$ cat config.mk
export PLATFORM = sky130hd
export DESIGN_NAME = luma_box_downsampler
export DESIGN_NICKNAME = d
export VERILOG_FILES = /design/src/rtl/lbd_pkg.sv /design/src/rtl/luma_box_downsampler.sv /design/src/rtl/lbd_ram.sv
export SDC_FILE = /design/constraint.sdc
export NUM_CORES = 2
export LEC_CHECK = 0
export ABC_AREA = 0
export BUFFER_PORTS_ARGS = -buffer_cell sky130_fd_sc_hd__clkbuf_2
export CORE_MARGIN = 4
export CORE_UTILIZATION = 35
export CTS_CLUSTER_SIZE = 12
export DETAILED_ROUTE_END_ITERATION = 7
export HOLD_SLACK_MARGIN = 0.08
export PLACE_DENSITY_LB_ADDON = 0.25
export SLEW_MARGIN = 40
export SYNTH_ARGS = -nofsm -noshare
export SYNTH_HDL_FRONTEND = slang
export SYNTH_SLANG_ARGS = --single-unit
$ cat constraint.sdc
create_clock -name i_clk -period 8.1 [get_ports i_clk]
set_input_delay 1.215 -clock i_clk [delete_from_list [all_inputs] [get_ports i_clk]]
set_output_delay 1.215 -clock i_clk [all_outputs]
set_load 0.01 [all_outputs]
$ cat src/rtl/lbd_pkg.sv
`timescale 1ns / 1ps
// lbd_pkg: sizes, codes and helper functions of the luma box downsampler
// depends on nothing; imported by luma_box_downsampler

package lbd_pkg;

    // output grid and largest source dimension
    localparam int OUT_W       = 64;
    localparam int OUT_H       = 48;
    localparam int MAX_SRC_DIM = 2048;

    // fixed field widths
    localparam int CFG_W       = 12;
    localparam int PIX_W       = 32;
    localparam int LUMA_W      = 8;
    localparam int GRAY_W      = 8;
    localparam int COORD_W     = 6;
    localparam int SUM_W       = 24;
    localparam int OUT_TDATA_W = 24;
    localparam int OUT_FIELD_W = GRAY_W + 2 * COORD_W;
    localparam int OUT_PAD_W   = OUT_TDATA_W - OUT_FIELD_W;

    // derived widths
    localparam int DIM_W     = $clog2(MAX_SRC_DIM + 1);
    localparam int COL_W     = $clog2(OUT_W + 1);
    localparam int ROW_W     = $clog2(OUT_H + 1);
    localparam int ADDR_W    = (OUT_W > 1) ? $clog2(OUT_W) : 1;
    localparam int AREA_W    = 2 * DIM_W;
    localparam int DIV_CNT_W = $clog2(SUM_W);

    // reciprocal scaling for the block size, exact for every dimension in range
    localparam int RECIP_SHIFT = 24;
    localparam int RECIP_W     = RECIP_SHIFT + 1;
    localparam logic [RECIP_W-1:0] SX_RECIP =
        RECIP_W'((2 ** RECIP_SHIFT + OUT_W - 1) / OUT_W);
    localparam logic [RECIP_W-1:0] SY_RECIP =
        RECIP_W'((2 ** RECIP_SHIFT + OUT_H - 1) / OUT_H);

    // dimensions after reset
    localparam int RESET_W_RAW = 320;
    localparam int RESET_H_RAW = 200;
    localparam int RESET_W     = (RESET_W_RAW > MAX_SRC_DIM) ? MAX_SRC_DIM : RESET_W_RAW;
    localparam int RESET_H     = (RESET_H_RAW > MAX_SRC_DIM) ? MAX_SRC_DIM : RESET_H_RAW;
    localparam logic [DIM_W-1:0] RESET_SRC_W = DIM_W'(RESET_W);
    localparam logic [DIM_W-1:0] RESET_SRC_H = DIM_W'(RESET_H);
    localparam logic [DIM_W-1:0] RESET_SX    = DIM_W'(RESET_W / OUT_W);
    localparam logic [DIM_W-1:0] RESET_SY    = DIM_W'(RESET_H / OUT_H);

    // luma weights and output bias
    localparam logic [7:0] LUMA_R_WT = 8'd77;
    localparam logic [7:0] LUMA_G_WT = 8'd150;
    localparam logic [7:0] LUMA_B_WT = 8'd29;
    localparam logic [GRAY_W-1:0] GRAY_BIAS = GRAY_W'(128);

    // configuration register indexes
    localparam int CFG_IDX_W = 1;
    typedef enum logic [CFG_IDX_W-1:0] {
        CFG_SRC_WIDTH  = 1'b0,
        CFG_SRC_HEIGHT = 1'b1
    } t_cfg_index;

    // control sequencer states
    typedef enum logic [1:0] {
        S_IDLE,
        S_RMW,
        S_DIV,
        S_OUT
    } t_state;

    // limit a written dimension to the supported maximum
    function automatic logic [DIM_W-1:0] clamp_dim(input logic [CFG_W-1:0] v);
        logic [31:0] v_ext;
        v_ext = 32'(v);
        if (v_ext > 32'(MAX_SRC_DIM)) begin
            return DIM_W'(MAX_SRC_DIM);
        end
        return DIM_W'(v_ext);
    endfunction

    // dimension divided by the grid size, via the scaled reciprocal
    function automatic logic [DIM_W-1:0] scale_dim(input logic [DIM_W-1:0] w,
                                                   input logic [RECIP_W-1:0] recip);
        logic [DIM_W+RECIP_W-1:0] prod;
        prod = (DIM_W + RECIP_W)'(w) * (DIM_W + RECIP_W)'(recip);
        return prod[RECIP_SHIFT +: DIM_W];
    endfunction

    // 8-bit luma of one source pixel
    function automatic logic [LUMA_W-1:0] luma_of(input logic [PIX_W-1:0] word);
        logic [15:0] acc;
        acc = 16'(word[23:16]) * 16'(LUMA_R_WT)
            + 16'(word[15:8])  * 16'(LUMA_G_WT)
            + 16'(word[7:0])   * 16'(LUMA_B_WT);
        return acc[15:8];
    endfunction

endpackage

$ cat src/rtl/luma_box_downsampler.sv
`timescale 1ns / 1ps
// luma_box_downsampler: top level, pixel counters, accumulator update and divider
// depends on lbd_pkg and lbd_ram

// Usage
//   Source pixels enter on the s_axis channel in raster order, one 32-bit word
//   each (red 23..16, green 15..8, blue 7..0). Block means, less 128, leave on
//   the m_axis channel as gray value, output column and row; tlast marks the
//   last block of a frame. The cfg channel writes source width (index 0) and
//   source height (index 1); write them only while no pixel is in flight.
//   Sequence: a pixel that closes no block is accepted, then gets one
//   read-modify-write of its column sum in the accumulator RAM, whose read
//   data is registered. A pixel that closes a block then passes through the
//   bit-serial divider (one quotient bit per cycle) and the load of the
//   output word. Pixels outside the last whole block column or row, and every
//   pixel while either block size is zero, are counted only and can be taken
//   on back-to-back cycles.
//   Reset sets 320 x 200, clears all counters and the output valid flag; the
//   column sums are undefined until a block's first pixel overwrites them, so
//   there is no clearing pass.
//   A stalled receiver holds the output word; the next pixels are still taken
//   until another block result has to be loaded, which then waits.

module luma_box_downsampler
    import lbd_pkg::*;
(
    input  logic                   i_clk,
    input  logic                   i_rst_n,
    // slave side: pixel_word
    input  logic                   i_s_axis_tvalid,
    output logic                   o_s_axis_tready,
    input  logic [PIX_W-1:0]       i_s_axis_tdata,     // [31:0] pixel_word
    // master side: block result
    output logic                   o_m_axis_tvalid,
    input  logic                   i_m_axis_tready,
    output logic [OUT_TDATA_W-1:0] o_m_axis_tdata,     // [7:0] gray_value, [13:8] out_col,
                                                       // [19:14] out_row, [23:20] zero
    output logic                   o_m_axis_tlast,     // frame_done
    // configuration write channel
    input  logic                   i_cfg_valid,
    output logic                   o_cfg_ready,
    input  logic [CFG_IDX_W-1:0]   i_cfg_index,
    input  logic [CFG_W-1:0]       i_cfg_data
);

    // configuration and derived block size
    logic [DIM_W-1:0]  r_src_w, r_src_h, r_sx, r_sy;
    logic [AREA_W-1:0] r_area;

    // pixel counters
    logic [DIM_W-1:0] r_src_col, r_src_row, r_ibc, r_ibr;
    logic [DIM_W-1:0] n_src_col, n_src_row, n_ibc, n_ibr;
    logic [COL_W-1:0] r_bc, n_bc;
    logic [ROW_W-1:0] r_br, n_br;

    // per-pixel decisions
    logic              w_accept, w_active, w_first, w_emit, w_last;
    logic [LUMA_W-1:0] w_luma;

    // word in flight
    logic              r_first, r_emit, r_last;
    logic [LUMA_W-1:0] r_luma;
    logic [ADDR_W-1:0] r_addr;
    logic [COORD_W-1:0] r_col, r_row;

    // accumulator RAM
    logic [SUM_W-1:0] w_rd_data, w_sum;
    logic             w_mem_we;

    // divider
    logic [SUM_W-1:0]     r_quo;
    logic [AREA_W-1:0]    r_rem;
    logic [DIV_CNT_W-1:0] r_div_cnt;
    logic [AREA_W:0]      w_rem_sh, w_rem_diff;
    logic                 w_q_bit;

    // output word
    logic               r_out_valid, r_out_last;
    logic [GRAY_W-1:0]  r_out_gray;
    logic [COORD_W-1:0] r_out_col, r_out_row;
    logic               w_out_load;

    // sequencer
    t_state r_state, n_state;

    assign w_accept    = i_s_axis_tvalid && o_s_axis_tready;
    assign o_cfg_ready = 1'b1;

    // configuration writes
    always_ff @(posedge i_clk) begin
        if (!i_rst_n) begin
            r_src_w <= RESET_SRC_W;
            r_src_h <= RESET_SRC_H;
            r_sx    <= RESET_SX;
            r_sy    <= RESET_SY;
        end else if (i_cfg_valid && o_cfg_ready) begin
            unique case (t_cfg_index'(i_cfg_index))
                CFG_SRC_WIDTH: begin
                    r_src_w <= clamp_dim(i_cfg_data);
                    r_sx    <= scale_dim(clamp_dim(i_cfg_data), SX_RECIP);
                end
                CFG_SRC_HEIGHT: begin
                    r_src_h <= clamp_dim(i_cfg_data);
                    r_sy    <= scale_dim(clamp_dim(i_cfg_data), SY_RECIP);
                end
                default: begin
                    r_src_w <= r_src_w;
                end
            endcase
        end
    end

    // block area for the divider
    always_ff @(posedge i_clk) begin
        r_area <= AREA_W'(r_sx) * AREA_W'(r_sy);
    end

    // decisions for the incoming pixel
    always_comb begin
        w_luma   = luma_of(i_s_axis_tdata);
        w_active = (r_sx != '0) && (r_sy != '0) &&
                   (r_bc < COL_W'(OUT_W)) && (r_br < ROW_W'(OUT_H));
        w_first  = (r_ibc == '0) && (r_ibr == '0);
        w_emit   = ((DIM_W + 1)'(r_ibc) + (DIM_W + 1)'(1) >= (DIM_W + 1)'(r_sx)) &&
                   ((DIM_W + 1)'(r_ibr) + (DIM_W + 1)'(1) >= (DIM_W + 1)'(r_sy));
        w_last   = (r_bc == COL_W'(OUT_W - 1)) && (r_br == ROW_W'(OUT_H - 1));
    end

    // counter advance
    always_comb begin
        logic [DIM_W:0] col_inc, ibc_inc, row_inc, ibr_inc;
        col_inc   = (DIM_W + 1)'(r_src_col) + (DIM_W + 1)'(1);
        ibc_inc   = (DIM_W + 1)'(r_ibc) + (DIM_W + 1)'(1);
        row_inc   = (DIM_W + 1)'(r_src_row) + (DIM_W + 1)'(1);
        ibr_inc   = (DIM_W + 1)'(r_ibr) + (DIM_W + 1)'(1);
        n_src_col = col_inc[DIM_W-1:0];
        n_ibc     = ibc_inc[DIM_W-1:0];
        n_bc      = r_bc;
        n_src_row = r_src_row;
        n_ibr     = r_ibr;
        n_br      = r_br;
        if (ibc_inc >= (DIM_W + 1)'(r_sx)) begin
            n_ibc = '0;
            if (r_bc < COL_W'(OUT_W)) begin
                n_bc = r_bc + COL_W'(1);
            end
        end
        if (col_inc >= (DIM_W + 1)'(r_src_w)) begin
            n_src_col = '0;
            n_ibc     = '0;
            n_bc      = '0;
            n_src_row = row_inc[DIM_W-1:0];
            n_ibr     = ibr_inc[DIM_W-1:0];
            if (ibr_inc >= (DIM_W + 1)'(r_sy)) begin
                n_ibr = '0;
                if (r_br < ROW_W'(OUT_H)) begin
                    n_br = r_br + ROW_W'(1);
                end
            end
            if (row_inc >= (DIM_W + 1)'(r_src_h)) begin
                n_src_row = '0;
                n_ibr     = '0;
                n_br      = '0;
            end
        end
    end

    // counter registers
    always_ff @(posedge i_clk) begin
        if (!i_rst_n) begin
            r_src_col <= '0;
            r_src_row <= '0;
            r_ibc     <= '0;
            r_ibr     <= '0;
            r_bc      <= '0;
            r_br      <= '0;
        end else if (w_accept) begin
            r_src_col <= n_src_col;
            r_src_row <= n_src_row;
            r_ibc     <= n_ibc;
            r_ibr     <= n_ibr;
            r_bc      <= n_bc;
            r_br      <= n_br;
        end
    end

    // capture the accepted word
    always_ff @(posedge i_clk) begin
        if (w_accept) begin
            r_luma  <= w_luma;
            r_first <= w_first;
            r_emit  <= w_emit;
            r_last  <= w_last;
            r_addr  <= r_bc[ADDR_W-1:0];
            r_col   <= COORD_W'(r_bc);
            r_row   <= COORD_W'(r_br);
        end
    end

    // column sum update: first pixel of a block overwrites
    assign w_sum = r_first ? SUM_W'(r_luma) : (w_rd_data + SUM_W'(r_luma));

    lbd_ram #(
        .WIDTH (SUM_W),
        .DEPTH (OUT_W)
    ) u_col_sums (
        .i_clk     (i_clk),
        .i_wr_en   (w_mem_we),
        .i_wr_addr (r_addr),
        .i_wr_data (w_sum),
        .i_rd_addr (r_bc[ADDR_W-1:0]),
        .o_rd_data (w_rd_data)
    );

    // restoring divider step
    always_comb begin
        w_rem_sh   = {r_rem, r_quo[SUM_W-1]};
        w_rem_diff = w_rem_sh - {1'b0, r_area};
        w_q_bit    = !w_rem_diff[AREA_W];
    end

    always_ff @(posedge i_clk) begin
        if (r_state == S_RMW) begin
            r_quo     <= w_sum;
            r_rem     <= '0;
            r_div_cnt <= DIV_CNT_W'(SUM_W - 1);
        end else if (r_state == S_DIV) begin
            r_quo     <= {r_quo[SUM_W-2:0], w_q_bit};
            r_rem     <= w_q_bit ? w_rem_diff[AREA_W-1:0] : w_rem_sh[AREA_W-1:0];
            r_div_cnt <= r_div_cnt - DIV_CNT_W'(1);
        end
    end

    // state register
    always_ff @(posedge i_clk) begin
        if (!i_rst_n) begin
            r_state <= S_IDLE;
        end else begin
            r_state <= n_state;
        end
    end

    // next state
    always_comb begin
        n_state = r_state;
        unique case (r_state)
            S_IDLE: begin
                if (w_accept && w_active) begin
                    n_state = S_RMW;
                end
            end
            S_RMW: begin
                n_state = r_emit ? S_DIV : S_IDLE;
            end
            S_DIV: begin
                if (r_div_cnt == '0) begin
                    n_state = S_OUT;
                end
            end
            S_OUT: begin
                if (!r_out_valid || i_m_axis_tready) begin
                    n_state = S_IDLE;
                end
            end
            default: begin
                n_state = S_IDLE;
            end
        endcase
    end

    // sequencer outputs
    always_comb begin
        o_s_axis_tready = 1'b0;
        w_mem_we        = 1'b0;
        w_out_load      = 1'b0;
        unique case (r_state)
            S_IDLE: o_s_axis_tready = 1'b1;
            S_RMW:  w_mem_we        = 1'b1;
            S_DIV:  w_out_load      = 1'b0;
            S_OUT:  w_out_load      = !r_out_valid || i_m_axis_tready;
            default: o_s_axis_tready = 1'b0;
        endcase
    end

    // output word register
    always_ff @(posedge i_clk) begin
        if (!i_rst_n) begin
            r_out_valid <= 1'b0;
        end else if (w_out_load) begin
            r_out_valid <= 1'b1;
        end else if (i_m_axis_tready) begin
            r_out_valid <= 1'b0;
        end
    end

    always_ff @(posedge i_clk) begin
        if (w_out_load) begin
            r_out_gray <= r_quo[GRAY_W-1:0] - GRAY_BIAS;
            r_out_col  <= r_col;
            r_out_row  <= r_row;
            r_out_last <= r_last;
        end
    end

    assign o_m_axis_tvalid = r_out_valid;
    assign o_m_axis_tdata  = {{OUT_PAD_W{1'b0}}, r_out_row, r_out_col, r_out_gray};
    assign o_m_axis_tlast  = r_out_last;

`ifndef SYNTH
    // a pixel inside a whole block goes to the read-modify-write step
    a_active_to_rmw: assert property (@(posedge i_clk) disable iff (!i_rst_n)
        (w_accept && w_active) |=> (r_state == S_RMW))
        else $error("accepted pixel did not reach the accumulator update");

    // an ignored pixel leaves the sequencer idle
    a_ignored_stays_idle: assert property (@(posedge i_clk) disable iff (!i_rst_n)
        (w_accept && !w_active) |=> (r_state == S_IDLE))
        else $error("ignored pixel started work");

    // the divider only ends into the output step
    a_div_exit: assert property (@(posedge i_clk) disable iff (!i_rst_n)
        (r_state == S_DIV) |=> ((r_state == S_DIV) || (r_state == S_OUT)))
        else $error("divider left early");

    // a loaded result shows on the output next cycle
    a_out_loaded: assert property (@(posedge i_clk) disable iff (!i_rst_n)
        w_out_load |=> (o_m_axis_tvalid && (r_state == S_IDLE)))
        else $error("block result was not presented");
`endif

endmodule

$ cat src/rtl/lbd_ram.sv
`timescale 1ns / 1ps
// lbd_ram: generic single-write, single-read RAM with registered read data
// depends on nothing; used for the per-column accumulator store

module lbd_ram #(
    parameter int WIDTH = 8,
    parameter int DEPTH = 16
) (
    input  logic                                       i_clk,
    input  logic                                       i_wr_en,
    input  logic [((DEPTH > 1) ? $clog2(DEPTH) : 1)-1:0] i_wr_addr,
    input  logic [WIDTH-1:0]                           i_wr_data,
    input  logic [((DEPTH > 1) ? $clog2(DEPTH) : 1)-1:0] i_rd_addr,
    output logic [WIDTH-1:0]                           o_rd_data
);

    logic [WIDTH-1:0] r_mem [DEPTH];
    logic [WIDTH-1:0] r_rd_data;

    // write port
    always_ff @(posedge i_clk) begin
        if (i_wr_en) begin
            r_mem[i_wr_addr] <= i_wr_data;
        end
    end

    // registered read port
    always_ff @(posedge i_clk) begin
        r_rd_data <= r_mem[i_rd_addr];
    end

    assign o_rd_data = r_rd_data;

endmodule
**After elaboration in Yosys (flattened, before gate mapping)**

Memories as Yosys holds them, arrays and structs flattened. A register that Yosys moved wholly into a read port is not among the register bits.
Cells that the tools add are included.
Widths: inputs -> output; s select.

- $add $sub $neg: 12
- $mul: 5
- Order comparisons: 7
- Eq/ne operators: 8
- Multiplexer cells: 41
- Bitwise logic cells: 1
- Reduce and logical (&&, ||, !) cells: 29

Operator list:

| operator | number |
|---|---|
| $mux 12 | 12 |
| $mux 24 | 4 |
| $add 12x1->13 const B | 4 |
| $mul 12x18->30 const B | 1 |
| $mul 8x7->15 const B | 2 |
| $ge 13x12->1 | 2 |
| $sub 25x13->25 | 1 |
| $add 24x8->24 | 1 |
| $logic_not 12->1 | 2 |
| $reduce_bool 12->1 | 2 |
| $mux 7 | 3 |
| $mux 6 | 3 |
| $add 15x16->16 | 1 |
| $add 16x13->16 | 1 |
| $mux 1 | 14 |
| $ge 13x6->1 | 1 |
| $ge 13x7->1 | 1 |
| $mul 6x7->13 | 1 |
| $mul 8x5->13 const B | 1 |
| $gt 12x12->1 const B | 1 |
| $reduce_bool 2->1 | 6 |
| $logic_and 1x1->1 | 8 |
| $mux 2 | 4 |
| $pmux 2 s4 | 1 |
| other kinds (20) | 26 |

- Flip-flop bits (word level): 211
- RAM bits: 1536
- Input port bits: 50
- Output and inout port bits: 28
- Word-level logic and storage cells: 130
- Memories kept: 1

Memory list:

| name | words | bits a word | rd ports | clocked after Yosys merged registers in | write ports | line | source |
|---|---|---|---|---|---|---|---|
| u_col_sums.r_mem | 64 | 24 | 1 | 1 | 1 | lbd_ram.sv:17 | `logic [WIDTH-1:0] r_mem [DEPTH];` |

**Logic depth before layout (Yosys ltp)**

- Word-level depth: 10
- Mapped depth: 24
- Mapped depth without buffers: 24

**By module**

From an unflattened synthesis, not the netlist that was laid out.

- Cell total of the unflattened synthesis: 4508
- Area, all modules: 76708.6 um2

By module, submodules not included:

| module | instances | cells each | area an instance (um2) | sequential area each (um2) |
|---|---|---|---|---|
| lbd_ram | 1 | 2610 | 59295.6 | 46604.7 |
| luma_box_downsampler | 1 | 1898 | 17413.0 | 4784.6 |

**Least setup slack after synthesis**

No wires, ideal clock.

- Path kind: input -> register
- Start: input port i_s_axis_tdata[11]
- End: register r_luma[7], data pin
- Arrival: 6886 ps
- Data required time: 7831 ps
- Slack: 945 ps
- Stages on the path: 22
- Path buffers: 0
- Path through: ha_1 -> ha_1 -> ha_1 -> inv_1 -> fa_1 -> inv_1 -> ha_1 -> a21boi_0 -> nor2_1 -> xor2_1 -> fa_1 -> fa_1 -> fa_1 -> fa_1 -> inv_1 -> ha_1 -> and3_1 -> a221o_1 -> a211oi_1 -> o21bai_1 -> a21oi_1 -> xor3_1

- Word-level cells in the longest chain between the ends: 3

RTL lines:

| element | line | source |
|---|---|---|
| start, declared | luma_box_downsampler.sv:32 | `input logic [PIX_W-1:0] i_s_axis_tdata,` |
| $mul 8x7->15 | lbd_pkg.sv:92 | `+ 16'(word[15:8]) * 16'(LUMA_G_WT)` |
| $add 15x16->16 | lbd_pkg.sv:92 |  |
| $add 16x13->16 | lbd_pkg.sv:93 | `+ 16'(word[7:0]) * 16'(LUMA_B_WT);` |
| via w_luma[7] | luma_box_downsampler.sv:58 | `logic [LUMA_W-1:0] w_luma;` |
| end signal, assigned | luma_box_downsampler.sv:190 | `r_luma <= w_luma;` |
| end, declared | luma_box_downsampler.sv:62 | `logic [LUMA_W-1:0] r_luma;` |

The timed path passes the listed nets, and every way through them passes these cells.
A chain may end at the register's enable or synchronous reset.

**Worst setup path after layout**

Same ends and word-level chain as after synthesis.

==> summary.md <==
| Metric | Value |
|---|---|
| Hold_buf cts | 0 |
| Mux cell area share after synthesis | 15.2% |
| Compound-Gate Fraction of Synth Area | 2.75% |
| Met1 wire length | ~84000 um |
| Largest area contributor in the netlist | edfxtp_1 |
| Final Max Tran Viols | 0 |
| Final setup fails | 0 |
| RSZ-0062 raised after global routing | false |
| Critical Path Start Type | input port |
| Hold endpoint | r_out_row[1]$_DFFE_PP_ |
| Hpwl dp | 121000 um |
| Vias in the first global route | about 40000 |
| Hold Path Origin | r_row[1]$_DFFE_PP_ |
| Post-Synth Simple-Gate Area | between 4 and 5% |
| Total CTS buffers | around 180 |
| Port bufs | 64 |
| Core Footprint | between 200000 and 250000 um2 |
| Crit path DAT | between 7000 and 8000 ps |
| Slew @ Worst Pin | approximately 880 ps |
| Total GRT Usage | 16.9% |
| Drt first pass iters | 5 |
| Share of power burned in registers | between 40 and 50% |
| Cell Area, Synth | 76600 um2 |
| Initial antenna violation count | 14 |
| Crit. End Element | flop |
| Cell Pwr Density | 272 nW/um2 |
| Ys Warns | 0 |
| Mean Syn Cell Area | between 15 and 20 um2 |
| Max-cap violation count | 0 |
| CTS H-tree lvls | 4 |
| Row cnt | between 150 and 200 |
| Switch share | about 28% |
| WHS Path Cells | 0 |
| Hold Crit Class | reg2reg |
| Minimum clock period | between 6000 and 7000 ps |
| Layout fillers | around 19000 |
| Via Count | 39300 |
| Logic pwr share | 21.4% |
| Fraction of layout cells with a size suffix above 1 | 24.1% |
| Placed Cells | 7107 |
| Clock buffer depth | 3 |
| CTS root buf | clkbuf_16 |
| Final Cycle Share | between 80% and 90% |
| Seq/Total Area, Yosys | roughly 67% |
| CTS tree | done |
| Post-synth EDFFs | about 1600 |
| Global route overflow | 0 |
| Largest cells by area after synthesis | edfxtp_1 (63%), mux4_2 (15%), dfxtp_1 (4.2%) |
| Worst-skew pair later-pin latency | ~800 ps |
| Max Used Layer | met4 |
| FFs w/ async S/R, synth | 0% |
| Routed wl met3 | 11900 um |
| Final core utilization | 40.7% |
| Initial Util | between 30% and 40% |
| Metal2 WL | about 90000 um |
| Die Y-Extent | 476 um |
| Clock Sinks | 1765 |
| Die width | roughly 480 um |
| Setup Fix Bufs, Post-CTS | 0 |
| Clock Pin Slew Worst Setup and Hold Paths | ~60 ps |
| Fmax | 146 MHz |
| LEAKAGE | ~30 nW |
| Post-cts gate resize count | 0 |
| Synth Register Bits | about 1800 |
| Ys flop type | edfxtp_1 |
| Outcome | finished, final reports clean |
| Slew headroom | between 40% and 50% |
| Layout area overhead | 15.6% |
| Depth of the most critical reg-to-reg path | 14 |
| Adder-cell share of the synthesized area | 7.28% |
| Final GP Congestion | 0.768 |
| Die area | between 200000 and 250000 um2 |
| Final wirelength | approximately 190000 um |
| Post-synthesis cell count | 4200 |
| Clock network fraction of total power | between 30% and 40% |
| Post-DR wirelength/cell | between 20 and 30 um |
| Cell variety after synth | 81 |
| Boundary pin count | slightly below 80 |
| Worst Skew | 53.9 ps |
| Pin count of the biggest net entering global routing | between 100 and 150 |
| Worst Path Class, Setup | in2reg |
| Initial DRC count | 3829 |
| Critical path required time | about 8600 ps |
| Post-synth top area share | between 60% and 70% |
| XOR/XNOR Fraction of Synth Area | 1.17% |
| Fin cells | ~7400 |
| Reg-to-reg startpoint | r_src_col[0]$_SDFFE_PN0P_ |
| Max IR drop VDD | 0.000209 V |
| Sw power | between 6 and 7 mW |
| DRC Markers | 0 |
| Post-DR vias/cell | about 5.3 |
| Fin. Hold Viols | 0 |
| Max FO, Critical Path | 4 |
| Worst reg2reg endpoint | r_src_row[7]$_SDFFE_PN0P_ |
| Largest family of logic cells by synthesized area | multiplexers |
| Nets@finish | a little under 5000 |
| Pint | between 15 and 20 mW |
| Hold WS | 414 ps |
| Global-route wire length before repair | between 200000 and 300000 um |
| Flop2flop setup slack | roughly 3200 ps |
| Setup TNS | 0 ps |
| Final ANT Viol Nets | 0 |
[worst max-delay path: stages]
cell,delay [ps]
clkbuf_2,130
ha_1,310
ha_1,280
ha_1,270
inv_1,40
fa_1,470
inv_1,40
ha_1,300
a21boi_0,260
nor2_1,80
xor2_1,190
fa_1,470
fa_1,500
fa_1,500
fa_1,490
inv_1,40
ha_1,300
and3_1,180
a221o_1,370
a211oi_1,390
o21bai_1,150
a21oi_1,180
xor3_1,230
[cells by family after synthesis]
kind of cell    after synthesis
xor+xnor                    101
other cells                   2
mux                         531
fa+ha+maj                   372
simple gates                645
compound gates              314
flops                      1765
buf+inv                     470
[cells in the mapped netlist, drive strengths merged, types with 36 or more instances]
cell type,n
nand3,57
xor2,44
edfxtp,1604
inv,281
ha,249
nor3,36
xnor2,56
a21oi,88
buf,63
o21ai,48
fa,123
clkbuf,125
dfxtp,161
nand2,166
nor2,183
mux4,504
[power groups by stage]
stage | Combinational, mW | Sequential [mW] | Clock (mW)
2_1_floorplan | 3.52 | 11.3 | 0
3_3_place_gp | 5.04 | 11.3 | 0
3_5_place_dp | 5.18 | 11.4 | 0
4_1_cts | 5.21 | 11.2 | 7.99
5_1_grt | 5.78 | 11.2 | 8.40
6_report | 5.15 | 11.1 | 7.80
[how the worst max path moves through the flow]
stage	start	end	slack, ps	cells past startpoint
after floorplan	i_s_axis_tdata[11]	r_luma[7]$_DFFE_PP_	940	22
after global placement	i_s_axis_tdata[13]	r_luma[7]$_DFFE_PP_	400	23
after detailed placement	i_s_axis_tdata[13]	r_luma[7]$_DFFE_PP_	400	25
after CTS	i_s_axis_tdata[13]	r_luma[7]$_DFFE_PP_	1250	25
after global routing	i_s_axis_tdata[13]	r_luma[7]$_DFFE_PP_	880	23
final	i_s_axis_tdata[11]	r_luma[7]$_DFFE_PP_	1230	23
[cell usage in the layout, fill, tap and decap left out, types with 14 or more instances in the layout]
master / instances
nor2_1: 109
or3_1: 15
nor3_1: 31
a21oi_1: 85
dfxtp_1: 155
a31oi_1: 14
nand3_1: 56
xor2_1: 44
a211oi_1: 28
nor2_4: 73
buf_8: 47
xnor2_1: 56
buf_4: 79
a21o_1: 24
ha_1: 246
and3_1: 27
edfxtp_1: 1604
nand2b_1: 29
clkbuf_2: 64
fa_1: 123
o21ai_0: 42
clkinv_1: 21
o211ai_1: 19
mux4_2: 504
and2_1: 21
clkbuf_1: 58
nand2_1: 166
inv_1: 280
o21a_1: 14
buf_16: 40
nor2b_1: 26
nand4_1: 24
clkbuf_16: 182
[layer usage]
metal	vias to the layer above	global-route usage (%)
met2	1057	27.5
met3	201	2.90
li1	17000	-
met4	0	3.28
met1	21000	24.2
met5	-	0
[flip-flops by register name (all words and copies together), names as in the netlist, 7 cells and up, named ones only]
register / cells
r_area: 13
r_bc: 7
r_ibc: 12
r_ibr: 12
r_luma: 8
r_out_gray: 8
r_quo: 24
r_rem: 24
r_src_col: 12
r_src_h: 12
r_src_row: 12
r_src_w: 12
r_sy: 7
u_col_sums.o_rd_data: 24
u_col_sums.r_mem: 1536
[final cells by class]
type,count,area [um2],share of cell area [%]
tap,2854,3570,4.03
inverter,282,1060,1.20
clock inverter,48,561,0.633
antenna,9,22.5,0.0254
timing repair buffer,241,2920,3.30
sequential,1765,51400,58.1
clock buffer,247,4870,5.50
multi-input combinational,1970,24100,27.3
[per-stage QoR]
step | instance area [um2] | total power [mW] | setup WS, ps
after floorplan | 76600 | 14.8 | 945
after global placement | 81200 | 16.4 | 396
after detailed placement | 83000 | 16.5 | 401
after CTS | 88400 | 24.4 | 1250
after global routing | 88500 | 25.3 | 884
final | 88500 | 24.1 | 1230
No activity file was read; power rests on OpenSTA's default activity.
